[src/hdl/slx_pkg.sv]
// ---------------------------------------------------------------------------
// slx_pkg
// Shared types, token codes, character codes and keyword table for the
// script lexer.
// ---------------------------------------------------------------------------
package slx_pkg;

  localparam int QDEPTH = 4;

  typedef struct packed {
    logic [5:0]  kind;
    logic [1:0]  err;
    logic [15:0] start;
    logic [15:0] len;
    logic [15:0] line;
  } tok_t;

  // One queue entry: up to two tokens caused by one input beat
  typedef struct packed {
    logic two;
    tok_t t0;
    tok_t t1;
  } ent_t;

  localparam logic [5:0] K_LPAREN  = 6'd0;
  localparam logic [5:0] K_RPAREN  = 6'd1;
  localparam logic [5:0] K_LBRACE  = 6'd2;
  localparam logic [5:0] K_RBRACE  = 6'd3;
  localparam logic [5:0] K_SEMI    = 6'd4;
  localparam logic [5:0] K_COMMA   = 6'd5;
  localparam logic [5:0] K_MINUS   = 6'd6;
  localparam logic [5:0] K_PLUS    = 6'd7;
  localparam logic [5:0] K_SLASH   = 6'd8;
  localparam logic [5:0] K_STAR    = 6'd9;
  localparam logic [5:0] K_BANG    = 6'd10;
  localparam logic [5:0] K_EQUAL   = 6'd12;
  localparam logic [5:0] K_LESS    = 6'd14;
  localparam logic [5:0] K_GREATER = 6'd16;
  localparam logic [5:0] K_IDENT   = 6'd18;
  localparam logic [5:0] K_STRING  = 6'd19;
  localparam logic [5:0] K_NUMBER  = 6'd20;
  localparam logic [5:0] K_ERROR   = 6'd37;
  localparam logic [5:0] K_END     = 6'd38;

  localparam logic [1:0] E_NONE    = 2'd0;
  localparam logic [1:0] E_STRING  = 2'd1;
  localparam logic [1:0] E_NUMBER  = 2'd2;
  localparam logic [1:0] E_CHAR    = 2'd3;

  localparam logic [7:0] C_TAB    = 8'h09;
  localparam logic [7:0] C_LF     = 8'h0A;
  localparam logic [7:0] C_CR     = 8'h0D;
  localparam logic [7:0] C_SPACE  = 8'h20;
  localparam logic [7:0] C_BANG   = 8'h21;
  localparam logic [7:0] C_QUOTE  = 8'h22;
  localparam logic [7:0] C_HASH   = 8'h23;
  localparam logic [7:0] C_LPAREN = 8'h28;
  localparam logic [7:0] C_RPAREN = 8'h29;
  localparam logic [7:0] C_STAR   = 8'h2A;
  localparam logic [7:0] C_PLUS   = 8'h2B;
  localparam logic [7:0] C_COMMA  = 8'h2C;
  localparam logic [7:0] C_MINUS  = 8'h2D;
  localparam logic [7:0] C_DOT    = 8'h2E;
  localparam logic [7:0] C_SLASH  = 8'h2F;
  localparam logic [7:0] C_SEMI   = 8'h3B;
  localparam logic [7:0] C_LESS   = 8'h3C;
  localparam logic [7:0] C_EQUAL  = 8'h3D;
  localparam logic [7:0] C_GREAT  = 8'h3E;
  localparam logic [7:0] C_LBRACE = 8'h7B;
  localparam logic [7:0] C_RBRACE = 8'h7D;

  // Keyword text left-justified: first byte in bits [47:40]
  localparam logic [15:0][47:0] KW_TXT = '{
    48'("while")  << 8,  48'("var")    << 24, 48'("type")   << 16,
    48'("true")   << 16, 48'("return"),       48'("print")  << 8,
    48'("or")     << 32, 48'("nil")    << 24, 48'("if")     << 32,
    48'("for")    << 24, 48'("fn")     << 32, 48'("false")  << 8,
    48'("elif")   << 16, 48'("else")   << 16, 48'("const")  << 8,
    48'("and")    << 24
  };
  localparam logic [15:0][2:0] KW_LEN = '{
    3'd5, 3'd3, 3'd4, 3'd4, 3'd6, 3'd5, 3'd2, 3'd3,
    3'd2, 3'd3, 3'd2, 3'd5, 3'd4, 3'd4, 3'd5, 3'd3
  };

  function automatic logic is_alpha(input logic [7:0] c);
    return (c >= "a" && c <= "z") || (c >= "A" && c <= "Z") || c == "_";
  endfunction

  function automatic logic is_digit(input logic [7:0] c);
    return c >= "0" && c <= "9";
  endfunction

  // Keyword kinds are 21 + table position
  function automatic logic [5:0] kw_kind(input logic [5:0][7:0] p,
                                         input logic [2:0] n,
                                         input logic fits);
    logic [5:0] k;
    logic       hit;
    k = K_IDENT;
    for (int i = 0; i < 16; i++) begin
      hit = fits && (n == KW_LEN[i]);
      for (int j = 0; j < 6; j++) begin
        if (j < int'(KW_LEN[i]) && p[j] != KW_TXT[i][47-8*j -: 8]) hit = 1'b0;
      end
      if (hit) k = 6'(21 + i);
    end
    return k;
  endfunction

endpackage

[src/hdl/script_lexer_top.sv]
// ---------------------------------------------------------------------------
// script_lexer_top
// Streaming tokenizer for a small scripting language.
// ---------------------------------------------------------------------------
// Takes one source byte per beat (or an end-of-source flag) and returns
// tokens with kind, error code, start offset, length and line number. The
// scanner handles one byte per cycle; a beat yields zero, one or two tokens,
// and the output side sends one token per cycle while the sink is ready, so
// the sustained input rate is one byte per cycle as long as tokens average at
// most one per byte. A four-entry token queue decouples the scanner from
// output stalls; input stalls only when that queue is full.
module script_lexer_top import slx_pkg::*; #(
  parameter int POSITION_BITS = 16
) (
  input  logic        clk,
  input  logic        rst_n,
  input  logic        in_tvalid,
  output logic        in_tready,
  input  logic [7:0]  in_tdata,   // [7:0] ch
  input  logic        in_tuser,   // [0] end_of_source
  output logic        out_tvalid,
  input  logic        out_tready,
  output logic [55:0] out_tdata,  // [1:0] error_code, [17:2] token_start,
                                  // [33:18] token_length, [49:34] line_number
  output logic [5:0]  out_tuser,  // [5:0] token_kind
  output logic        out_tlast,
  input  logic        cfg_valid,
  output logic        cfg_ready,
  input  logic [15:0] cfg_data
);

  logic acc, push, pop, full, nempty;
  ent_t wr_ent, head;
  tok_t tok;

  assign in_tready = !full;
  assign acc       = in_tvalid && in_tready;
  assign cfg_ready = 1'b1;

  slx_front #(.POSITION_BITS(POSITION_BITS)) u_front (
    .clk(clk), .rst_n(rst_n), .acc(acc), .ch(in_tdata), .eos(in_tuser),
    .cfg_we(cfg_valid && cfg_ready), .cfg_data(cfg_data),
    .push(push), .ent(wr_ent)
  );

  slx_queue u_queue (
    .clk(clk), .rst_n(rst_n), .push(push), .wr_ent(wr_ent), .pop(pop),
    .full(full), .nempty(nempty), .head(head)
  );

  slx_back u_back (
    .clk(clk), .rst_n(rst_n), .nempty(nempty), .head(head), .pop(pop),
    .out_ready(out_tready), .out_valid(out_tvalid), .out_tok(tok),
    .out_last(out_tlast)
  );

  assign out_tuser = tok.kind;
  assign out_tdata = {6'b0, tok.line, tok.len, tok.start, tok.err};

endmodule

[src/hdl/slx_front.sv]
// ---------------------------------------------------------------------------
// slx_front
// Byte scanner: classifies each byte, tracks the token in progress and
// pushes the tokens that one beat finishes as one queue entry.
// ---------------------------------------------------------------------------
module slx_front import slx_pkg::*; #(
  parameter int POSITION_BITS = 16
) (
  input  logic        clk,
  input  logic        rst_n,
  input  logic        acc,
  input  logic [7:0]  ch,
  input  logic        eos,
  input  logic        cfg_we,
  input  logic [15:0] cfg_data,
  output logic        push,
  output ent_t        ent
);

  localparam int P = POSITION_BITS;

  typedef enum logic [2:0] {
    M_IDLE, M_COMMENT, M_IDENT, M_INT, M_DOT, M_FRAC, M_STRING, M_OP
  } mode_t;

  mode_t           mode_r, mode_nxt;
  logic [P-1:0]    off_r, off_nxt, beg_r, beg_nxt;
  logic [15:0]     line_r, line_nxt, limit_r;
  logic [5:0][7:0] kwp_r, kwp_nxt;
  logic [5:0]      pend_r, pend_nxt;
  logic [P-1:0]    len, len1;
  logic            scan, bump, e0, e1;
  tok_t            tk0, tk1;

  function automatic logic [15:0] w16(input logic [P-1:0] v);
    logic [P+15:0] x;
    x = {16'b0, v};
    return x[15:0];
  endfunction

  assign len  = off_r - beg_r;
  assign len1 = len + P'(1);

  always_comb begin
    mode_nxt = mode_r;
    beg_nxt  = beg_r;
    off_nxt  = off_r;
    kwp_nxt  = kwp_r;
    pend_nxt = pend_r;
    line_nxt = line_r;
    scan = 1'b0;
    bump = 1'b0;
    e0 = 1'b0;
    e1 = 1'b0;
    tk0 = '{kind: K_NUMBER, err: E_NONE, start: w16(beg_r), len: w16(len), line: line_r};
    tk1 = '{kind: K_END, err: E_NONE, start: w16(off_r), len: 16'd1, line: line_r};
    if (eos) begin
      case (mode_r)
        M_IDENT: begin
          e0 = 1'b1;
          tk0.kind = kw_kind(kwp_r, len[2:0], len <= P'(6));
        end
        M_INT, M_FRAC: e0 = 1'b1;
        M_DOT: begin
          e0 = 1'b1; tk0.kind = K_ERROR; tk0.err = E_NUMBER;
        end
        M_STRING: begin
          e0 = 1'b1; tk0.kind = K_ERROR; tk0.err = E_STRING;
        end
        M_OP: begin
          e0 = 1'b1; tk0.kind = pend_r;
        end
        default: ;
      endcase
      e1 = 1'b1;
      tk1.len = 16'd0;
      mode_nxt = M_IDLE;
    end else begin
      off_nxt = off_r + P'(1);
      case (mode_r)
        M_COMMENT: if (ch == C_LF) begin
          bump = 1'b1; mode_nxt = M_IDLE;
        end
        M_IDENT: begin
          if (is_alpha(ch) || is_digit(ch)) begin
            if (len < P'(6)) kwp_nxt[len[2:0]] = ch;
          end else begin
            e0 = 1'b1; scan = 1'b1;
            tk0.kind = kw_kind(kwp_r, len[2:0], len <= P'(6));
          end
        end
        M_INT: begin
          if (ch == C_DOT) mode_nxt = M_DOT;
          else if (!is_digit(ch)) begin
            e0 = 1'b1; scan = 1'b1;
          end
        end
        M_DOT: begin
          if (is_digit(ch)) mode_nxt = M_FRAC;
          else begin
            e0 = 1'b1; scan = 1'b1; tk0.kind = K_ERROR; tk0.err = E_NUMBER;
          end
        end
        M_FRAC: if (!is_digit(ch)) begin
          e0 = 1'b1; scan = 1'b1;
        end
        M_STRING: begin
          if (ch == C_QUOTE) begin
            e0 = 1'b1; tk0.kind = K_STRING; tk0.len = w16(len1); mode_nxt = M_IDLE;
          end else if (ch == C_LF) bump = 1'b1;
        end
        M_OP: begin
          e0 = 1'b1; tk0.kind = pend_r;
          if (ch == C_EQUAL) begin
            tk0.kind = pend_r + 6'd1; tk0.len = w16(len1); mode_nxt = M_IDLE;
          end else scan = 1'b1;
        end
        default: scan = 1'b1;
      endcase
      // Scan the byte afresh from between tokens
      if (scan) begin
        mode_nxt = M_IDLE;
        if (is_alpha(ch)) begin
          mode_nxt = M_IDENT; beg_nxt = off_r; kwp_nxt[0] = ch;
        end else if (is_digit(ch)) begin
          mode_nxt = M_INT; beg_nxt = off_r;
        end else begin
          e1 = 1'b1;
          case (ch)
            C_SPACE, C_CR, C_TAB: e1 = 1'b0;
            C_LF: begin
              e1 = 1'b0; bump = 1'b1;
            end
            C_HASH: begin
              e1 = 1'b0; mode_nxt = M_COMMENT;
            end
            C_QUOTE: begin
              e1 = 1'b0; mode_nxt = M_STRING; beg_nxt = off_r;
            end
            C_BANG, C_EQUAL, C_LESS, C_GREAT: begin
              e1 = 1'b0; mode_nxt = M_OP; beg_nxt = off_r;
              pend_nxt = (ch == C_BANG) ? K_BANG : (ch == C_EQUAL) ? K_EQUAL :
                         (ch == C_LESS) ? K_LESS : K_GREATER;
            end
            C_LPAREN: tk1.kind = K_LPAREN;
            C_RPAREN: tk1.kind = K_RPAREN;
            C_LBRACE: tk1.kind = K_LBRACE;
            C_RBRACE: tk1.kind = K_RBRACE;
            C_SEMI:   tk1.kind = K_SEMI;
            C_COMMA:  tk1.kind = K_COMMA;
            C_MINUS:  tk1.kind = K_MINUS;
            C_PLUS:   tk1.kind = K_PLUS;
            C_SLASH:  tk1.kind = K_SLASH;
            C_STAR:   tk1.kind = K_STAR;
            default: begin
              tk1.kind = K_ERROR; tk1.err = E_CHAR;
            end
          endcase
        end
      end
    end
    if (bump && line_r < limit_r) line_nxt = line_r + 16'd1;
  end

  assign push    = acc && (e0 || e1);
  assign ent.two = e0 && e1;
  assign ent.t0  = e0 ? tk0 : tk1;
  assign ent.t1  = tk1;

  always_ff @(posedge clk) begin
    if (!rst_n) begin
      mode_r  <= M_IDLE;
      off_r   <= '0;
      beg_r   <= '0;
      line_r  <= 16'd1;
      limit_r <= 16'hFFFF;
    end else begin
      if (cfg_we) limit_r <= cfg_data;
      if (acc) begin
        mode_r <= mode_nxt;
        off_r  <= off_nxt;
        beg_r  <= beg_nxt;
        line_r <= line_nxt;
      end
    end
  end

  always_ff @(posedge clk) begin
    if (acc) begin
      kwp_r  <= kwp_nxt;
      pend_r <= pend_nxt;
    end
  end

  a_eos_idle: assert property (@(posedge clk) disable iff (!rst_n)
    (acc && eos) |=> (mode_r == M_IDLE))
    else $error("scanner not idle after end of source");
  a_line_nz: assert property (@(posedge clk) disable iff (!rst_n)
    (line_r != 16'd0))
    else $error("line counter reached zero");

endmodule

[src/hdl/slx_queue.sv]
// ---------------------------------------------------------------------------
// slx_queue
// Short FIFO of token entries between the scanner and the output side.
// ---------------------------------------------------------------------------
module slx_queue import slx_pkg::*; (
  input  logic clk,
  input  logic rst_n,
  input  logic push,
  input  ent_t wr_ent,
  input  logic pop,
  output logic full,
  output logic nempty,
  output ent_t head
);

  localparam int AW = $clog2(QDEPTH);

  ent_t          mem_r [QDEPTH];
  logic [AW-1:0] wp_r, rp_r;
  logic [AW:0]   cnt_r;

  assign full   = (cnt_r == (AW+1)'(QDEPTH));
  assign nempty = (cnt_r != '0);
  assign head   = mem_r[rp_r];

  always_ff @(posedge clk) begin
    if (!rst_n) begin
      wp_r  <= '0;
      rp_r  <= '0;
      cnt_r <= '0;
    end else begin
      if (push) wp_r <= wp_r + AW'(1);
      if (pop)  rp_r <= rp_r + AW'(1);
      cnt_r <= cnt_r + (AW+1)'(push) - (AW+1)'(pop);
    end
  end

  always_ff @(posedge clk) begin
    if (push) mem_r[wp_r] <= wr_ent;
  end

  a_no_overrun: assert property (@(posedge clk) disable iff (!rst_n)
    (push && !pop) |-> !full)
    else $error("token queue overrun");

endmodule

[src/hdl/slx_back.sv]
// ---------------------------------------------------------------------------
// slx_back
// Output side: splits each queue entry into single token beats and holds
// them in an output register.
// ---------------------------------------------------------------------------
module slx_back import slx_pkg::*; (
  input  logic clk,
  input  logic rst_n,
  input  logic nempty,
  input  ent_t head,
  output logic pop,
  input  logic out_ready,
  output logic out_valid,
  output tok_t out_tok,
  output logic out_last
);

  logic sel_r, ov_r, load;

  assign out_valid = ov_r;
  assign load = nempty && (!ov_r || out_ready);
  assign pop  = load && (!head.two || sel_r);

  always_ff @(posedge clk) begin
    if (!rst_n) begin
      ov_r  <= 1'b0;
      sel_r <= 1'b0;
    end else begin
      if (load) ov_r <= 1'b1;
      else if (out_ready) ov_r <= 1'b0;
      if (load) sel_r <= head.two && !sel_r;
    end
  end

  always_ff @(posedge clk) begin
    if (load) begin
      out_tok  <= sel_r ? head.t1 : head.t0;
      out_last <= !head.two || sel_r;
    end
  end

  a_sel_two: assert property (@(posedge clk) disable iff (!rst_n)
    sel_r |-> (nempty && head.two))
    else $error("second token selected without a two-token entry");

endmodule

[config.mk]
export PLATFORM = sky130hd
export DESIGN_NAME = script_lexer_top
export DESIGN_NICKNAME = d
export VERILOG_FILES = /design/src/hdl/slx_pkg.sv /design/src/hdl/script_lexer_top.sv /design/src/hdl/slx_front.sv /design/src/hdl/slx_queue.sv /design/src/hdl/slx_back.sv
export SDC_FILE = /design/constraint.sdc
export NUM_CORES = 1
export LEC_CHECK = 0
export BUFFER_PORTS_ARGS = -buffer_cell sky130_fd_sc_hd__buf_2
export CAP_MARGIN = 0
export CORE_MARGIN = 3
export CORE_UTILIZATION = 50
export CTS_BUF_LIST = sky130_fd_sc_hd__clkbuf_4
export CTS_CLUSTER_DIAMETER = 40
export CTS_CLUSTER_SIZE = 8
export DETAILED_ROUTE_END_ITERATION = 7
export PLACE_DENSITY = 0.67
export SYNTH_ARGS = -nofsm -noshare
export SYNTH_HDL_FRONTEND = slang
export SYNTH_SLANG_ARGS = --single-unit
[constraint.sdc]
create_clock -name clk -period 12.7 [get_ports clk]
set_input_delay 1.905 -clock clk [delete_from_list [all_inputs] [get_ports clk]]
set_output_delay 1.905 -clock clk [all_outputs]
set_load 0.05 [all_outputs]
==> flow_summary.toml <==
[min_path]
hp-class = "reg2reg"

[clock_tree]
clock_tree_from_tritoncts = "built"
worst_setup_hold_path_clk_slew_ns = 0.08
cts_num_sinks = 507
clock_latency_at_the_later_pin_of_the_worst_skew_pair_ns = 0.78
clockRootBuffer = "sky130_fd_sc_hd__clkbuf_4"
total_number_of_h_tree_levels = 3
clock_tree.buffer_depth = 3
holdBufCountCts = 0
cts.repair.resized = 0
cts_inserted_buffers = 81
postCtsSetupBuffers = 0

[floorplanning]
fp.dieArea_sq_um = 47500
floorplan.io_pins = 96
floorplan.die.width_microns = 218
die_height_microns = 218
initial_cell_density_of_the_core_pct = 51.3
core.rowCount = 76
fp.coreArea_sq_um = 43700

[layout]
multi_input_comb_area_sq_um = 7480
flow.area_growth_from_synthesis_pct = 9.13
post_route_cells_drive_above_1_share_pct = 20.5
area.sequential_sq_um = 14500
final_cells = 2354
post-route-cell-area_sq_um = 24500
num-fill-cells = 3645
final_net_count = 1792

[synth]
netlist_top_cells_count = "sky130_fd_sc_hd__edfxtp_1 (429), sky130_fd_sc_hd__nand2_1 (194), sky130_fd_sc_hd__mux4_2 (80), sky130_fd_sc_hd__dfxtp_1 (78), sky130_fd_sc_hd__inv_1 (55)"
synth_cell_types = 90
mappedNetlistArea_sq_um = 22400
synthesis.area_per_instance_sq_um = 14.0
yosys_register_bits = 507
ys_top_cells_by_area = "sky130_fd_sc_hd__edfxtp_1 (57%), sky130_fd_sc_hd__mux4_2 (8.0%), sky130_fd_sc_hd__dfxtp_1 (7.0%)"
yosys.cell_count.top_type = "sky130_fd_sc_hd__edfxtp_1"
syn-instance-count = 1597
synth_async_sr_flop_share_pct = 0
seq_total_area_yosys_pct = 64.4
synth_top_area_cell = "sky130_fd_sc_hd__edfxtp_1"
synth_flop_cell = "sky130_fd_sc_hd__edfxtp_1"
number_of_flops_mapped_to_enable_cells_by_yosys = 429
synthDominantCellAreaShare_pct = 57.4
synth_warn = 0

[setup_path]
cp_cell_sequence = "buf_2 > and4bb_2 > nand2_1 > o21ai_0 > o211ai_1 > a22oi_2 > buf_4 > a21oi_2 > and2_4 > buf_4"
start_kind = "input pin"
cp_slowest_cell = "sky130_fd_sc_hd__buf_4"
critical_path.most_common_cell = "sky130_fd_sc_hd__buf_4"
cp_data_arrival_time_ns = 5.45
critPathCaptureType = "register"
timing.reg2reg.setup_slack_ns = 8.39
critical-path-max-stage-delay_ns = 0.64
timing.setup.critical_path_class = "in2reg"
crit_fanout = 57
worst-endpoint-required_ns = 13.10

[routing]
vias_per_cell = 5.72
detail_route.first_pass.iterations = 5
via_count = 13500
drt-total-wl_microns = 47300
first_iter_violations = 858
post_drt_wl_per_cell_microns = 20.1
remaining_routing_drc_violations = 0
final_antenna_net_count = 0

[timing]
fmax_mhz = 198
timing_max_transition_violations_final = 0
post-route-min-period_ns = 5.04
setup-tns-final_ns = 0
max_slew_margin_pct = 21.1
timing_worst_slew_pin_value_ns = 1.17
unrepaired_setup_endpoints_after_global_routing = "false"
fin_crit_sh_pct = 39.7
timing.clock.skew_ns = 0.0390
final-setup-viol-count = 0
number_of_hold_slack_violations_in_the_final_timing_report = 0

[grt]
grt-ovfl-total = 0
grt_overall_usage_pct = 20.2
grt_pass1_wl_microns = 74900
grt_start_max_net_pins = 95
initial_antenna_violation_count = 1
vias_in_the_first_global_route = 13500

[placed_design]
place_congestion = 0.887
detailedPlacementHpwl_microns = 30500
placed_area_sq_um = 23500
place.port_buffers = 88
dp_cells = 2219

[power]
pwrdens_nw_per_um2 = 178
static_leak_uw = 0.00850
power_frac_seq_pct = 49.9
irDropWorstVdd_mv = 0.128
reported_net_switching_power_uw = 1440
netSwitchingFraction_pct = 32.9
comb_power_share_pct = 26.6
portion_of_total_power_attributed_to_the_clock_network_pct = 23.4
internal_power_uw = 2930

[job]
maxCapViolCount = 0

[outcome]
run_status = "complete, no violations"
==> per-layer routing <==
metal / track usage [%] / vias to the layer above / part of all wire, %
li1: - / 6349 / -
met1: 27.6 / 6674 / 43
met3: 3.46 / 59 / 5.1
met5: 0 / - / 0
met4: 6.31 / 0 / 1.8
met2: 33.5 / 383 / 50
==> power by group through the flow <==
stage | clock [uW] | combinational, uW | sequential, uW
after floorplan | 0 | 581 | 2520
after global placement | 0 | 1170 | 2220
after detailed placement | 0 | 1180 | 2220
after CTS | 1060 | 1190 | 2190
after global routing | 1140 | 1250 | 2210
final | 1020 | 1160 | 2180
==> flip-flops by register name, summed over array words and instances, names as in the netlist, 2 cells and up, named ones only <==
| signal | count |
|---|---|
| u_back.out_tok | 56 |
| u_queue.cnt_r | 3 |
| u_front.off_r | 16 |
| u_queue.rp_r | 2 |
| u_front.line_r | 16 |
| u_front.kwp_r | 48 |
| u_queue.wp_r | 2 |
| u_front.pend_r | 4 |
| u_front.mode_r | 3 |
| u_front.beg_r | 16 |
| u_front.limit_r | 16 |
| u_queue.mem_r | 320 |
==> cells by family (layout without fill, tap and decap cells) <==
logic type / Yosys count / count (layout) / share of synthesized area, %
muxes: 124 / 124 / 10.1
buffers and inverters: 133 / 299 / 2.45
adders and majority gates: 45 / 45 / 2.58
xor gates and xnor gates: 38 / 38 / 1.48
and+or+nand+nor: 545 / 545 / 12.9
AOI/OAI and AO/OA: 203 / 203 / 6.09
DFF: 507 / 507 / 64.4
other: 2 / 8 / 0.0335
==> final timing paths <==
path	start	endpoint	cells after the start
max	in_tdata[6]	u_queue.mem_r[2][46]	10
min	u_front.limit_r[8]	u_front.limit_r[8]	2
max reg2reg	u_front.mode_r[0]	u_queue.mem_r[2][46]	9
min reg2reg	u_front.limit_r[8]	u_front.limit_r[8]	2
==> worst max-delay path: cells and delay by family <==
kind	cells	cell delay (ns)
compound gates	4	1.00
simple gates	3	1.28
buf+inv	3	1.18
==> layout by cell type, fill, tap and decap left out, types with 5 or more instances in the layout <==
| cell | n |
|---|---|
| sky130_fd_sc_hd__edfxtp_1 | 429 |
| sky130_fd_sc_hd__clkinv_1 | 7 |
| sky130_fd_sc_hd__nand4b_1 | 9 |
| sky130_fd_sc_hd__mux2i_1 | 33 |
| sky130_fd_sc_hd__o22ai_1 | 6 |
| sky130_fd_sc_hd__xnor2_1 | 24 |
| sky130_fd_sc_hd__and3_1 | 17 |
| sky130_fd_sc_hd__nor4_1 | 17 |
| sky130_fd_sc_hd__and2_1 | 41 |
| sky130_fd_sc_hd__buf_2 | 88 |
| sky130_fd_sc_hd__xor2_1 | 14 |
| sky130_fd_sc_hd__nor3_1 | 23 |
| sky130_fd_sc_hd__nand2b_1 | 22 |
| sky130_fd_sc_hd__nor2b_1 | 29 |
| sky130_fd_sc_hd__o21ai_0 | 43 |
| sky130_fd_sc_hd__nand3_1 | 45 |
| sky130_fd_sc_hd__a21o_1 | 13 |
| sky130_fd_sc_hd__and4b_1 | 7 |
| sky130_fd_sc_hd__clkinv_2 | 6 |
| sky130_fd_sc_hd__inv_1 | 54 |
| sky130_fd_sc_hd__nor4bb_1 | 11 |
| sky130_fd_sc_hd__nor4b_1 | 5 |
| sky130_fd_sc_hd__nand2_1 | 194 |
| sky130_fd_sc_hd__ha_1 | 43 |
| sky130_fd_sc_hd__dfxtp_1 | 76 |
| sky130_fd_sc_hd__o211ai_1 | 18 |
| sky130_fd_sc_hd__conb_1 | 7 |
| sky130_fd_sc_hd__mux4_2 | 80 |
| sky130_fd_sc_hd__or2_2 | 5 |
| sky130_fd_sc_hd__buf_4 | 19 |
| sky130_fd_sc_hd__nor2_1 | 54 |
| sky130_fd_sc_hd__a31oi_1 | 9 |
| sky130_fd_sc_hd__nand4_1 | 21 |
| sky130_fd_sc_hd__clkbuf_4 | 115 |
| sky130_fd_sc_hd__or4_1 | 5 |
| sky130_fd_sc_hd__a21boi_0 | 10 |
| sky130_fd_sc_hd__or3_1 | 7 |
| sky130_fd_sc_hd__a21oi_1 | 51 |
| sky130_fd_sc_hd__mux2_2 | 11 |
==> per-stage QoR <==
step / utilization, % / hold WS (ns) / setup WS, ns / power, uW
2_1_floorplan: - / 0.443 / 6.71 / 3110
3_3_place_gp: 53.6 / 0.474 / 6.86 / 3390
3_5_place_dp: 53.6 / 0.477 / 6.84 / 3410
4_1_cts: 56.0 / 0.494 / 7.68 / 4430
5_1_grt: 56.0 / 0.516 / 7.43 / 4590
6_report: 56.0 / 0.487 / 7.66 / 4360
==> final cells by class <==
class	count	area share, %
diodes	1	0.0102
clock buffers	115	3.53
clock inverters	19	0.628
inverters	58	0.889
multi-input cells	962	30.6
flip-flops and latches	507	59.0
well taps	585	2.99
repair buffers	107	2.38
No activity file was read; power rests on OpenSTA's default activity.
